==> src/srmq_level_calc.sv <==
// ----------------------------------------------------------------------------
// srmq_level_calc
// Query front end: orders the two positions, finds the table level that
// covers the range and the end index of the lower window. Three stages.
// ----------------------------------------------------------------------------
`default_nettype none

module srmq_level_calc #(
  parameter int  MAX_LEN = 32768,
  parameter int  LEVELS  = 16,
  localparam int PW      = $clog2(MAX_LEN),
  localparam int CW      = $clog2(MAX_LEN + 1),
  localparam int LW      = (LEVELS > 1) ? $clog2(LEVELS) : 1
) (
  input  wire                clk_i,
  input  wire                rst_ni,
  input  wire                start_i,
  input  wire  [PW-1:0]      pos_a_i,
  input  wire  [PW-1:0]      pos_b_i,
  output logic               valid_o,
  output logic [LW-1:0]      level_o,
  output logic [PW-1:0]      idx_a_o,
  output logic [PW-1:0]      idx_b_o
);

  logic              va_q, vb_q, vc_q;
  logic [PW-1:0]     lo_d, hi_d, lo_a_q, hi_a_q, lo_b_q, hi_b_q;
  logic [CW-1:0]     len_d, len_q;
  logic [LEVELS-1:0] ge;
  logic [LW-1:0]     level_d, level_q;
  logic [PW-1:0]     idx_a_d, idx_a_q, idx_b_q;

  // Stage A: order the ends, range length
  always_comb begin
    if (pos_a_i > pos_b_i) begin
      lo_d = pos_b_i;
      hi_d = pos_a_i;
    end else begin
      lo_d = pos_a_i;
      hi_d = pos_b_i;
    end
    len_d = CW'(hi_d) - CW'(lo_d) + CW'(1);
  end

  // Stage B: level = floor(log2(len)), clamped to the top level
  always_comb begin
    ge    = '0;
    ge[0] = 1'b1;
    for (int i = 1; i < LEVELS; i++) begin
      ge[i] = (32'(len_q) >= (32'd1 << i));
    end
    level_d = LW'($countones(ge) - 1);
  end

  // Stage C: end index of the window starting at the lower position
  assign idx_a_d = PW'(CW'(lo_b_q) + (CW'(1) << level_q) - CW'(1));

  always_ff @(posedge clk_i or negedge rst_ni) begin
    if (!rst_ni) begin
      va_q <= 1'b0;
      vb_q <= 1'b0;
      vc_q <= 1'b0;
    end else begin
      va_q <= start_i;
      vb_q <= va_q;
      vc_q <= vb_q;
    end
  end

  always_ff @(posedge clk_i) begin
    if (start_i) begin
      lo_a_q <= lo_d;
      hi_a_q <= hi_d;
      len_q  <= len_d;
    end
    if (va_q) begin
      lo_b_q  <= lo_a_q;
      hi_b_q  <= hi_a_q;
      level_q <= level_d;
    end
    if (vb_q) begin
      idx_a_q <= idx_a_d;
      idx_b_q <= hi_b_q;
    end
  end

  assign valid_o = vc_q;
  assign level_o = level_q;
  assign idx_a_o = idx_a_q;
  assign idx_b_o = idx_b_q;

endmodule

`default_nettype wire

==> config.mk <==
export PLATFORM = sky130hd
export DESIGN_NAME = srmq_level_calc
export DESIGN_NICKNAME = d
export VERILOG_FILES = /design/src/srmq_level_calc.sv
export SDC_FILE = /design/constraint.sdc
export NUM_CORES = 1
export LEC_CHECK = 0
export ABC_AREA = 1
export ABC_CLOCK_PERIOD_IN_PS = 4400
export BUFFER_PORTS_ARGS = -buffer_cell sky130_fd_sc_hd__buf_2
export CAP_MARGIN = 5
export CORE_MARGIN = 2
export CORE_UTILIZATION = 45
export DETAILED_ROUTE_END_ITERATION = 7
export PLACE_DENSITY = 0.75
export SETUP_SLACK_MARGIN = 0.02
export SLEW_MARGIN = 20
export SYNTH_ARGS = -nofsm -noshare
export SYNTH_HDL_FRONTEND = slang
export SYNTH_SLANG_ARGS = --single-unit
==> constraint.sdc <==
create_clock -name clk_i -period 4.4 [get_ports clk_i]
set_input_delay 0.88 -clock clk_i [delete_from_list [all_inputs] [get_ports clk_i]]
set_output_delay 0.88 -clock clk_i [all_outputs]
set_load 0.01 [all_outputs]
=== Yosys cells after proc, flatten, opt, wreduce, memory -nomap -nowiden ===
Cells that the tools add are included.

* Input port bits: 33
* Register bits after elaboration: 113
* Word-level logic and storage cells: 50
* Output and inout bits: 35

* Shifts and indexed selects: 1
* $add $sub $neg: 20
* $lt $le $gt $ge: 16
* Muxes and demuxes: 2

{| class="wikitable"
|+ Operators by type and width
! cell !! number
|-
| two-way mux 15 bit || 2
|-
| adder 16 x 1 -> 16 bit (second input constant) || 1
|-
| >= comparator 16 x 10 -> 1 bit (second input constant) || 1
|-
| >= comparator 16 x 11 -> 1 bit (second input constant) || 1
|-
| >= comparator 16 x 12 -> 1 bit (second input constant) || 1
|-
| >= comparator 16 x 13 -> 1 bit (second input constant) || 1
|-
| >= comparator 16 x 14 -> 1 bit (second input constant) || 1
|-
| >= comparator 16 x 15 -> 1 bit (second input constant) || 1
|-
| >= comparator 16 bit (second input constant) || 1
|-
| >= comparator 16 x 2 -> 1 bit (second input constant) || 1
|-
| >= comparator 16 x 3 -> 1 bit (second input constant) || 1
|-
| >= comparator 16 x 4 -> 1 bit (second input constant) || 1
|-
| >= comparator 16 x 5 -> 1 bit (second input constant) || 1
|-
| >= comparator 16 x 6 -> 1 bit (second input constant) || 1
|-
| >= comparator 16 x 7 -> 1 bit (second input constant) || 1
|-
| >= comparator 16 x 8 -> 1 bit (second input constant) || 1
|-
| >= comparator 16 x 9 -> 1 bit (second input constant) || 1
|-
| subtractor 15 x 15 -> 16 bit || 1
|-
| adder 15 bit || 1
|-
| greater-than comparator 15 bit || 1
|-
| << shifter 1 x 4 -> 15 bit (first input constant) || 1
|-
| subtractor 15 x 1 -> 15 bit (second input constant) || 1
|-
| adder 1 x 1 -> 2 bit || 7
|-
| adder 2 x 2 -> 3 bit || 4
|-
| 4 further kinds || 5
|}

=== Depth between registers and ports, before layout ===
Gate-level depths: netlist of the first run.

* Word-level depth: 6
* Depth in mapped cells: 27
* Mapped depth without buffers: 26

=== Worst setup path before layout of the first run ===
OpenSTA, ideal clock, no wires.

* Path kind: register -> register
* From: reg len_q[15]
* To: reg level_q[1] (netlist: level_o[1]), data pin
* Setup time: 129 ps
* Setup slack: -75 ps
* Stages on the path, launching flop included: 20
* Path buffers: 0
* Arrival time: 4346 ps
* Clock period less this slack: 4475 ps
* Required time: 4271 ps
* Path through: edfxtp_1 nor2_1 nand2_1 nor2_1 nand2_1 nor3_2 and3_1 nand2_1 nor3_1 fa_1 inv_1 fa_1 inv_1 fa_1 fa_1 inv_1 fa_1 inv_1 fa_1 inv_1

* Cells in the longest elaborated chain, start to end: 6
* Elaborated cells on any way between the ends: 31
* Those cells by class: 16 x add/sub; 15 x order compare

{| class="wikitable"
|+ Ends and longest elaborated chain
! what !! line !! source
|-
| start: declaration || 28 || <nowiki>logic [CW-1:0] len_d, len_q;</nowiki>
|-
| start signal: assignment || 74 || <nowiki>len_q <= len_d;</nowiki>
|-
| >= comparator 16 x 2 -> 1 bit (tied with other cells) || 50 || <nowiki>ge[i] = (32'(len_q) >= (32'd1 << i));</nowiki>
|-
| adder 1 x 1 -> 2 bit (implied by the code) || 52 || <nowiki>level_d = LW'($countones(ge) - 1);</nowiki>
|-
| adder 2 x 2 -> 3 bit (implied by the code) || 52 ||
|-
| adder 3 x 3 -> 4 bit (implied by the code) || 52 ||
|-
| adder 4 bit (implied by the code) * || 52 ||
|-
| subtractor 4 x 1 -> 4 bit * || 52 ||
|-
| named net level_d[1] || 30 || <nowiki>logic [LW-1:0] level_d, level_q;</nowiki>
|-
| end signal: assignment || 79 || <nowiki>level_q <= level_d;</nowiki>
|-
| end: declaration || 30 ||
|}

The timed path passes the listed nets; every way through them passes the cells marked *.
A chain may end at the register's enable or synchronous reset.

=== Worst setup path after layout of the first run ===
* From: reg len_q[14]
* To: reg level_q[1] (netlist: level_o[1]), data pin

Same word-level chain as after synthesis.

==> results.json, run 1 <==
{
  "clk_path_buf_depth": 2,
  "power.leakage_nw": 3.63,
  "worstHoldPathType": "in -> async",
  "ys_types": 39,
  "final_common_cell": "nand2_1",
  "critPathArrivalTime_ns": 4.69,
  "period_share_pct": 101,
  "floorplan.initialDensity_pct": 45.4,
  "nets": 853,
  "num-fill-cells": 1265,
  "powerDensity_nw_per_um2": 447,
  "yosys_warnings": 0,
  "grt_pass1_wl_um": 21700,
  "dr.first_iter.drc_count": 321,
  "violations": "setup timing",
  "num_rows": 44,
  "detail_route.vias_per_cell": 4.91,
  "r2r-end": "level_o[1]",
  "hold_viol": 0,
  "layout_common_cells": "nand2_1 (116), inv_1 (112), edfxtp_1 (109)",
  "ir_drop_mv": 0.279,
  "cts-htree-levels": 3,
  "wl_met2_um": 6820,
  "port_buffers": 67,
  "max_slew_margin_pct": 29.9,
  "synth.avg_cell_area_um2": 10.4,
  "core_area_um2": 14400,
  "setup_tns_ns": -0.0635,
  "clkLatencyLatePin_ns": 0.35,
  "pre_cts_slack_ns": -0.185,
  "yosysTopAreaCell": "edfxtp_1",
  "maxClockFrequency_ghz": 0.224,
  "root_buffer": "clkbuf_16",
  "status": "finished with violations",
  "drv_cap": 0,
  "synth_ff_type": "edfxtp_1",
  "drc": 0,
  "antenna_found_initial": 0,
  "synth.top_cell.area_share_pct": 50.1,
  "synth_seq_cells": 112,
  "wl_per_cell_um": 14.2,
  "first_global_vias": 4465,
  "worstPathMaxFanout": 3,
  "synthTopCellsByArea": "edfxtp_1 (50%), ha_1 (11%), nand2_1 (6.9%), inv_1 (6.8%), fa_1 (3.7%)",
  "met1_length_um": 5550,
  "drtPass1Iterations": 5,
  "fin_ws_ns": -0.0635,
  "setup_violations": 1,
  "hpwlAfterDp_um": 9560,
  "rsz0062_at_grt": "yes",
  "crit_chain": "nor2_2, nand2_2, nor2_2, nand2_2, nor3_2, and3_4, nand2_4, nor3_4, fa_1, inv_2, fa_1, inv_2, fa_1, fa_1, inv_1, fa_2, inv_2, fa_2, inv_2",
  "synth.cell_area_um2": 6530,
  "routed_wl_um": 13300,
  "numCtsBuffers": 9,
  "drive_gt1_share_pct": 26.6,
  "cp-start-kind": "flop",
  "routabilityCongestion": 0.895,
  "ios": 68,
  "final-max-slew-violation-count": 0,
  "syn-instance-count": 630,
  "vias": 4607,
  "ant_nets": 0,
  "syn2layout_area_growth_pct": 18.8,
  "route.met3.wl_um": 643,
  "worst_path_max_delay_cell": "fa_1",
  "hold_slack_ns": 0.317,
  "die_area_um2": 15500,
  "worstSetupEndpointType": "flop",
  "reg2reg_from": "len_q[14]",
  "n_antenna_cell": 0,
  "grt_max_degree": 47,
  "die_h_um": 124,
  "tightest_slew_ns": 1.05,
  "grt_usage_pct": 17.8,
  "overflow": 0,
  "cts_tree": "done",
  "min_period_ns": 4.46,
  "synth-edff-count": 109,
  "crit_required_ns": 4.62,
  "dr.max_layer_used": "met4",
  "cts_sinks": 112,
  "fin_worst_skew_ns": 0.0108,
  "ff2ff_path_depth": 19,
  "yosysSeqAreaShare_pct": 51.3,
  "worstSetupPathType": "reg -> reg",
  "die_x_um": 124,
  "slowest_delay_ns": 0.51,
  "synth.net_count": 733,
  "async_reset_ff_share_pct": 2.68,
  "clk_pin_slew_ns": 0.08,
  "r2r_setup_slack_ns": -0.06
}
## flip-flops by register name (all words and copies together), names as in the netlist, 4 cells and up
signal / count
hi_a_q: 15
hi_b_q: 15
idx_a_o: 15
idx_b_o: 15
len_q: 15
lo_a_q: 15
lo_b_q: 15
level_o: 4
## critical path, delay by kind of cell, from the launching register on
family                   cells  cell delay, ns
flip-flops                   1            0.38
adder cells (fa/ha/maj)      6            2.52
AND/OR/NAND/NOR              8            1.13
buffers and inverters        5            0.31
## cell families (layout without fill, tap and decap cells)
group | count (synthesis) | count (layout) | synth area share (%)
AOI/OAI and AO/OA | 76 | 76 | 7.63
xor gates and xnor gates | 21 | 21 | 2.82
adders and majority gates | 70 | 70 | 14.8
buffers and inverters | 129 | 254 | 8.13
DFF | 112 | 112 | 51.3
and+or+nand+nor | 222 | 222 | 15.4
## worst max path at each step
| stage | start | endpoint | slack (ns) | depth (start not counted) |
|---|---|---|---|---|
| 2_1_floorplan | len_q[15] | level_o[1] | 0.0003 | 19 |
| 3_3_place_gp | len_q[15] | level_o[1] | -0.02 | 19 |
| 3_5_place_dp | len_q[15] | level_o[1] | -0.18 | 19 |
| 4_1_cts | len_q[15] | level_o[1] | -0.08 | 19 |
| 5_1_grt | len_q[15] | level_o[1] | -0.27 | 19 |
| 6_report | len_q[14] | level_o[1] | -0.06 | 19 |
## routing by layer
layer / vias to the layer above / GRT usage (%)
met5: - / 0
met4: 0 / 5.29
met3: 23 / 3.91
met2: 112 / 31.7
met1: 2143 / 21.6
li1: 2329 / -
## Yosys cell counts, types with 2 or more instances
master / n
edfxtp_1: 109
buf_8: 2
nor3_1: 5
fa_1: 12
clkbuf_1: 2
nor2_4: 2
buf_6: 3
a21oi_1: 28
o21bai_1: 3
nand2_1: 120
o21ai_2: 13
nor2_2: 3
inv_1: 118
dfrtp_1: 3
a21oi_2: 13
nor4_1: 2
nand2_4: 2
xor2_1: 14
xnor2_1: 7
nand3_1: 41
inv_2: 2
ha_1: 58
o21ai_0: 13
nor2_1: 27
nand2_2: 14
## power breakdown
group / internal (W) / total [W] / switching, W
clock: 0.000444 / 0.000809 / 0.000365
combinational: 0.000475 / 0.00116 / 0.000688
sequential: 0.00143 / 0.00150 / 0.0000688
total: 0.00235 / 0.00347 / 0.00112
## timing repair
item                                    CTS  global route
hold buffers                              0             0
resized for setup                         5            16
endpoints found under the hold margin     0             0
pin swaps                                12             8
endpoints found under the setup margin    2             4
buffers inserted                         32             5
## per-stage QoR
step                      util (%)  power [W]  std cells  cell area, um^2
after CTS                     53.5    0.00346        936             7690
after global routing          54.0    0.00371        939             7760
after detailed placement      49.7    0.00258        888             7150
after floorplan                  -    0.00227        630             6530
final                         54.0    0.00347        939             7760
after global placement        49.7    0.00253        888             7150
## final cells by class
class                           count  area, um^2  share of cell area, %
Sequential cell                   112        3350                   43.2
Timing Repair Buffer              117         727                   9.37
Inverter                          121         457                   5.89
Clock buffer                       10         229                   2.95
Multi-Input combinational cell    389        2700                   34.8
Tap cell                          184         230                   2.97
Clock inverter                      6        66.3                  0.855
Power figures use the tool's default switching activity.
==> run 2, diff against run 1 <==
ABC_AREA = not set   (was 1)
MAX_ROUTING_LAYER = met4   (was not set)
==> results.json, run 2 <==
{
  "synth-edff-count": 109,
  "final_core_util_pct": 55.5,
  "holdBufCountCts": 0,
  "n_antenna_cell": 0,
  "maxClockFrequency_ghz": 0.179,
  "hpwlAfterDp_um": 10100,
  "synth_ff_type": "edfxtp_1",
  "synth.cell_area_um2": 6330,
  "synth.avg_cell_area_um2": 11.1,
  "placed_area_um2": 7340,
  "switchingPower_w": 0.00102,
  "clockPowerShare_pct": 22.7,
  "crit_chain": "or4_4, or3_4, or3_4, or4_4, or3_4, nor3_4, fa_1, inv_2, fa_1, inv_2, fa_1, fa_1, inv_2, fa_2, inv_2, fa_1, inv_1",
  "numCtsBuffers": 9,
  "yosysTopAreaCell": "edfxtp_1",
  "critPathArrivalTime_ns": 5.81,
  "violations": "setup timing",
  "period_share_pct": 127,
  "crit_path_frequent_cell": "fa_1",
  "worst_path_max_delay_cell": "fa_1",
  "async_reset_ff_share_pct": 2.68,
  "synth.top_cell.area_share_pct": 51.7,
  "power_w": 0.00330,
  "wl_per_cell_um": 14.0,
  "ys_types": 46,
  "hold_viol": 0,
  "drive_gt1_share_pct": 24.4,
  "vias": 4560,
  "synth.net_count": 675,
  "final_area_um2": 7670,
  "yosysSeqAreaShare_pct": 52.9,
  "grt_pass1_wl_um": 20700,
  "drv_cap": 0,
  "fin_ws_ns": -1.20,
  "tightest_slew_ns": 1.01,
  "syn-instance-count": 572,
  "grt_max_degree": 47,
  "min_period_ns": 5.60,
  "worstSetupPathType": "reg -> reg",
  "pwr-share-comb_pct": 32.3,
  "cts_tree": "done",
  "ios": 68,
  "final-max-slew-violation-count": 0,
  "worstPathMaxFanout": 3,
  "routed_wl_um": 12500,
  "clkLatencyLatePin_ns": 0.34,
  "floorplan.initialDensity_pct": 45.8,
  "worstHoldPathType": "in -> async",
  "num_rows": 43,
  "synthTopCellsByCount": "edfxtp_1 (109), inv_1 (81), nand2_1 (66)",
  "clk_path_buf_depth": 2,
  "yosys_warnings": 0,
  "cts_sinks": 112,
  "cpLargestDelayFamily": "adder cells",
  "syn2layout_area_growth_pct": 21.1,
  "synth_seq_cells": 112,
  "first_global_vias": 4559,
  "drc": 0,
  "detail_route.vias_per_cell": 5.12,
  "worstSetupEndpointType": "flop",
  "status": "finished with violations",
  "fin_worst_skew_ns": 0.00811,
  "slowest_delay_ns": 0.56,
  "drtPass1Iterations": 5,
  "final_common_cell": "edfxtp_1",
  "powerDensity_nw_per_um2": 430,
  "antenna_found_initial": 0,
  "die_h_um": 123,
  "die_area_um2": 15000,
  "layout_common_cells": "edfxtp_1 (109), inv_1 (77), buf_2 (67)",
  "dr.first_iter.drc_count": 418,
  "die_x_um": 123,
  "internal_power_w": 0.00228,
  "nets": 809,
  "seq_power_share_pct": 45.0,
  "routabilityCongestion": 0.885,
  "rsz0062_at_grt": "yes",
  "cts-htree-levels": 3,
  "port_buffers": 67,
  "num-fill-cells": 1161,
  "power.leakage_nw": 3.43,
  "path_buf_inv": 5,
  "ant_nets": 0,
  "clk_pin_slew_ns": 0.07,
  "setup_violations": 4,
  "ir_drop_mv": 0.186,
  "root_buffer": "clkbuf_16",
  "hold_slack_ns": 0.317,
  "synth_most_common_cell": "edfxtp_1",
  "crit_required_ns": 4.61,
  "max_slew_margin_pct": 32.8,
  "overflow": 0,
  "grt_usage_pct": 18.2,
  "cp-start-kind": "flop",
  "core_area_um2": 13800,
  "swShare_pct": 30.8,
  "synthTopCellsByArea": "edfxtp_1 (52%), ha_1 (11%), inv_1 (4.8%), nand2_1 (3.9%), o21ai_0 (3.9%)"
}
## run 2: cell types whose count changed in the layout (fill, tap and decap cells not counted), moves of 17 or more
cell / before / now
nand3_1: 41 / 19
inv_1: 112 / 77
nand2_2: 17 / 0
buf_4: 48 / 66
nand2_1: 116 / 66
o21ai_0: 13 / 47
## run 2: power groups by stage
stage / combinational, W / clock, W / sequential (W)
2_1_floorplan: 0.000653 / 0 / 0.00153
3_3_place_gp: 0.00101 / 0 / 0.00150
3_5_place_dp: 0.00105 / 0 / 0.00151
4_1_cts: 0.00105 / 0.000773 / 0.00149
5_1_grt: 0.00121 / 0.000817 / 0.00150
6_report: 0.00106 / 0.000750 / 0.00149
## run 2: cells by family (layout without fill, tap and decap cells)
| group | count (synthesis) | after routing | synth area share [%] |
|---|---|---|---|
| AOI/OAI and AO/OA | 115 | 115 | 11.1 |
| and+or+nand+nor | 160 | 160 | 12.1 |
| DFF | 112 | 112 | 52.9 |
| muxes | 1 | 1 | 0.158 |
| adders and majority gates | 70 | 70 | 15.3 |
| xor gates and xnor gates | 22 | 22 | 3.04 |
| buffers and inverters | 92 | 230 | 5.46 |
## run 2: what timing repair did
item / in CTS / in global routing
pin swaps: 9 / 12
resized for setup: 3 / 9
setup buffers: 0 / 3
endpoints found under the setup margin: 4 / 7
gates cloned: 0 / 0
## run 2: per-layer routing
layer | wire, um | vias to the layer above | GRT usage (%)
met3 | 609 | 17 | 3.62
li1 | - | 2282 | -
met1 | 5420 | 2145 | 22.2
met5 | 0 | - | -
met4 | 173 | 0 | 4.96
met2 | 6270 | 116 | 30.9
## run 2: path summary, 6_finish.rpt
path	start	end	slack, ns	cells past startpoint
max in group asynchronous	rst_ni	vb_q	3.97	1
min in group clk_i	lo_a_q[12]	lo_b_q[12]	0.42	0
worst min-delay path	rst_ni	valid_o	0.32	1
worst max-delay path	len_q[13]	level_o[1]	-1.20	17
worst min register to register	lo_a_q[12]	lo_b_q[12]	0.42	0
worst max register to register	len_q[13]	level_o[1]	-1.20	17
## run 2: area by class of cell
class	count	area, um^2	share of cell area, %
clock buffer	9	225	2.94
clock inverter	6	52.6	0.685
inverter	81	304	3.97
multi-input combinational	368	2680	34.9
sequential	112	3350	43.7
tap	180	225	2.94
timing repair buffer	134	836	10.9
## run 2: through the flow
step | setup TNS (ns) | setup slack (ns) | cells
2_1_floorplan | -4.13 | -1.14 | 572
3_3_place_gp | -4.51 | -1.12 | 872
3_5_place_dp | -5.57 | -1.32 | 872
4_1_cts | -4.68 | -1.29 | 887
5_1_grt | -4.89 | -1.34 | 890
6_report | -4.31 | -1.20 | 890
## run 2: worst reg2reg max path, delay by kind of cell, from the launching register on
kind | cells | cell delay [ns]
flip-flops | 1 | 0.39
adder cells (fa/ha/maj) | 6 | 2.58
buffers and inverters | 5 | 0.33
AND/OR/NAND/NOR | 6 | 2.15
==> run 3, diff against run 2 <==
PLACE_DENSITY = not set   (was 0.75)
PLACE_DENSITY_LB_ADDON = 0.3   (was not set)
==> results.json, run 3 (synthesized netlist as in run 2, its figures left out) <==
{
  "status": "finished with violations",
  "violations": "setup timing",
  "drive_gt1_share_pct": 24.9,
  "vias": 4576,
  "r2r-end": "level_o[1]",
  "fin_worst_skew_ns": 0.0121,
  "layout_common_cells": "edfxtp_1 (109), inv_1 (77), buf_4 (71)",
  "maxClockFrequency_ghz": 0.184,
  "detail_route.vias_per_cell": 5.11,
  "worstSetupPathType": "reg -> reg",
  "grt_max_degree": 47,
  "worstPathMaxFanout": 3,
  "hold_slack_ns": 0.305,
  "routabilityCongestion": 0.856,
  "clk_path_buf_depth": 2,
  "cts_sinks": 112,
  "drv_cap": 0,
  "min_period_ns": 5.44,
  "first_global_vias": 4435,
  "final_area_um2": 7740,
  "power.leakage_nw": 3.48,
  "ir_drop_mv": 0.211,
  "ff2ff_path_depth": 17,
  "overflow": 0,
  "powerDensity_nw_per_um2": 433,
  "r2r_setup_slack_ns": -1.04,
  "final_common_cell": "edfxtp_1",
  "placed_area_um2": 7410,
  "die_x_um": 123,
  "die_area_um2": 15000,
  "reg2reg_from": "len_q[15]",
  "port_buffers": 67,
  "pre_cts_slack_ns": -1.26,
  "num_rows": 43,
  "period_share_pct": 124,
  "hold_viol": 0,
  "grt_pass1_wl_um": 20500,
  "clkLatencyLatePin_ns": 0.35,
  "drtPass1Iterations": 5,
  "ant_nets": 0,
  "cp-start-kind": "flop",
  "wl_per_cell_um": 14.3,
  "drc": 0,
  "routed_wl_um": 12800,
  "ios": 68,
  "root_buffer": "clkbuf_16",
  "worstHoldPathType": "in -> async",
  "syn2layout_area_growth_pct": 22.3,
  "dr.first_iter.drc_count": 426,
  "hpwlAfterDp_um": 10300,
  "critPathArrivalTime_ns": 5.68,
  "rsz0062_at_grt": "yes",
  "floorplan.initialDensity_pct": 45.8,
  "antenna_found_initial": 0,
  "n_antenna_cell": 0,
  "cts_tree": "done",
  "fin_ws_ns": -1.04,
  "nets": 814,
  "grt_usage_pct": 18.3,
  "max_slew_margin_pct": 33.5,
  "tightest_slew_ns": 0.997,
  "setup_violations": 4,
  "numCtsBuffers": 9,
  "cts-htree-levels": 3,
  "die_h_um": 123,
  "core_area_um2": 13800,
  "final-max-slew-violation-count": 0,
  "worstSetupEndpointType": "flop",
  "crit_required_ns": 4.63,
  "clk_pin_slew_ns": 0.08
}
-- run 3: worst max-delay path by stage --
stage,cells past startpoint,start,endpoint
final,17,len_q[15],level_o[1]
after global routing,17,len_q[12],level_o[1]
after CTS,17,len_q[12],level_o[1]
after detailed placement,17,len_q[14],level_o[1]
after global placement,17,len_q[14],level_o[1]
after floorplan,17,len_q[15],level_o[1]
-- run 3: area by class of cell --
class | instances | area, um^2
Fill cell | 1149 | 6090
Sequential cell | 112 | 3350
Timing Repair Buffer | 139 | 888
Clock buffer | 9 | 225
Clock inverter | 7 | 72.6
Inverter | 81 | 304
Tap cell | 180 | 225
Multi-Input combinational cell | 368 | 2680
-- run 3: critical path, stage by stage, from the launching register on --
cell	delay, ns
edfxtp_1	0.38
or4_4	0.52
or3_4	0.34
or3_4	0.33
or4_4	0.43
or3_4	0.38
nor3_4	0.14
fa_1	0.45
inv_2	0.08
fa_1	0.39
inv_2	0.07
fa_1	0.40
fa_1	0.51
inv_2	0.04
fa_2	0.34
inv_2	0.06
fa_1	0.40
inv_1	0.06
-- run 3: stage by stage --
step / total power (W) / utilization [%] / TNS, ns / instances
4_1_cts: 0.00337 / 55.8 / -4.34 / 896
6_report: 0.00335 / 56.0 / -3.72 / 896
5_1_grt: 0.00357 / 56.0 / -4.24 / 896
3_3_place_gp: 0.00253 / 53.6 / -4.33 / 879
3_5_place_dp: 0.00258 / 53.6 / -4.94 / 879
2_1_floorplan: 0.00219 / - / -4.13 / 572
-- run 3: where the power goes --
part	total, W	leakage [nW]	switching [W]	internal (W)
Clock	0.000795	0.143	0.000394	0.000401
Combinational	0.00108	2.23	0.000590	0.000489
Sequential	0.00148	1.10	0.0000667	0.00141
-- run 3: timing repair --
| action | CTS | global route |
|---|---|---|
| hold buffers | 0 | 0 |
| setup endpoints to repair | 4 | 7 |
| gates resized for setup | 1 | 8 |
| buffers inserted | 1 | 0 |
| pin swaps | 7 | 6 |
-- run 3: routing by layer --
layer / part of all wire [%] / up-vias / global-route usage, %
met4: 2.4 / 0 / 7.04
met2: 49 / 113 / 29.7
met5: 0 / - / -
met1: 45 / 2142 / 22.7
li1: - / 2294 / -
met3: 3.6 / 27 / 3.58
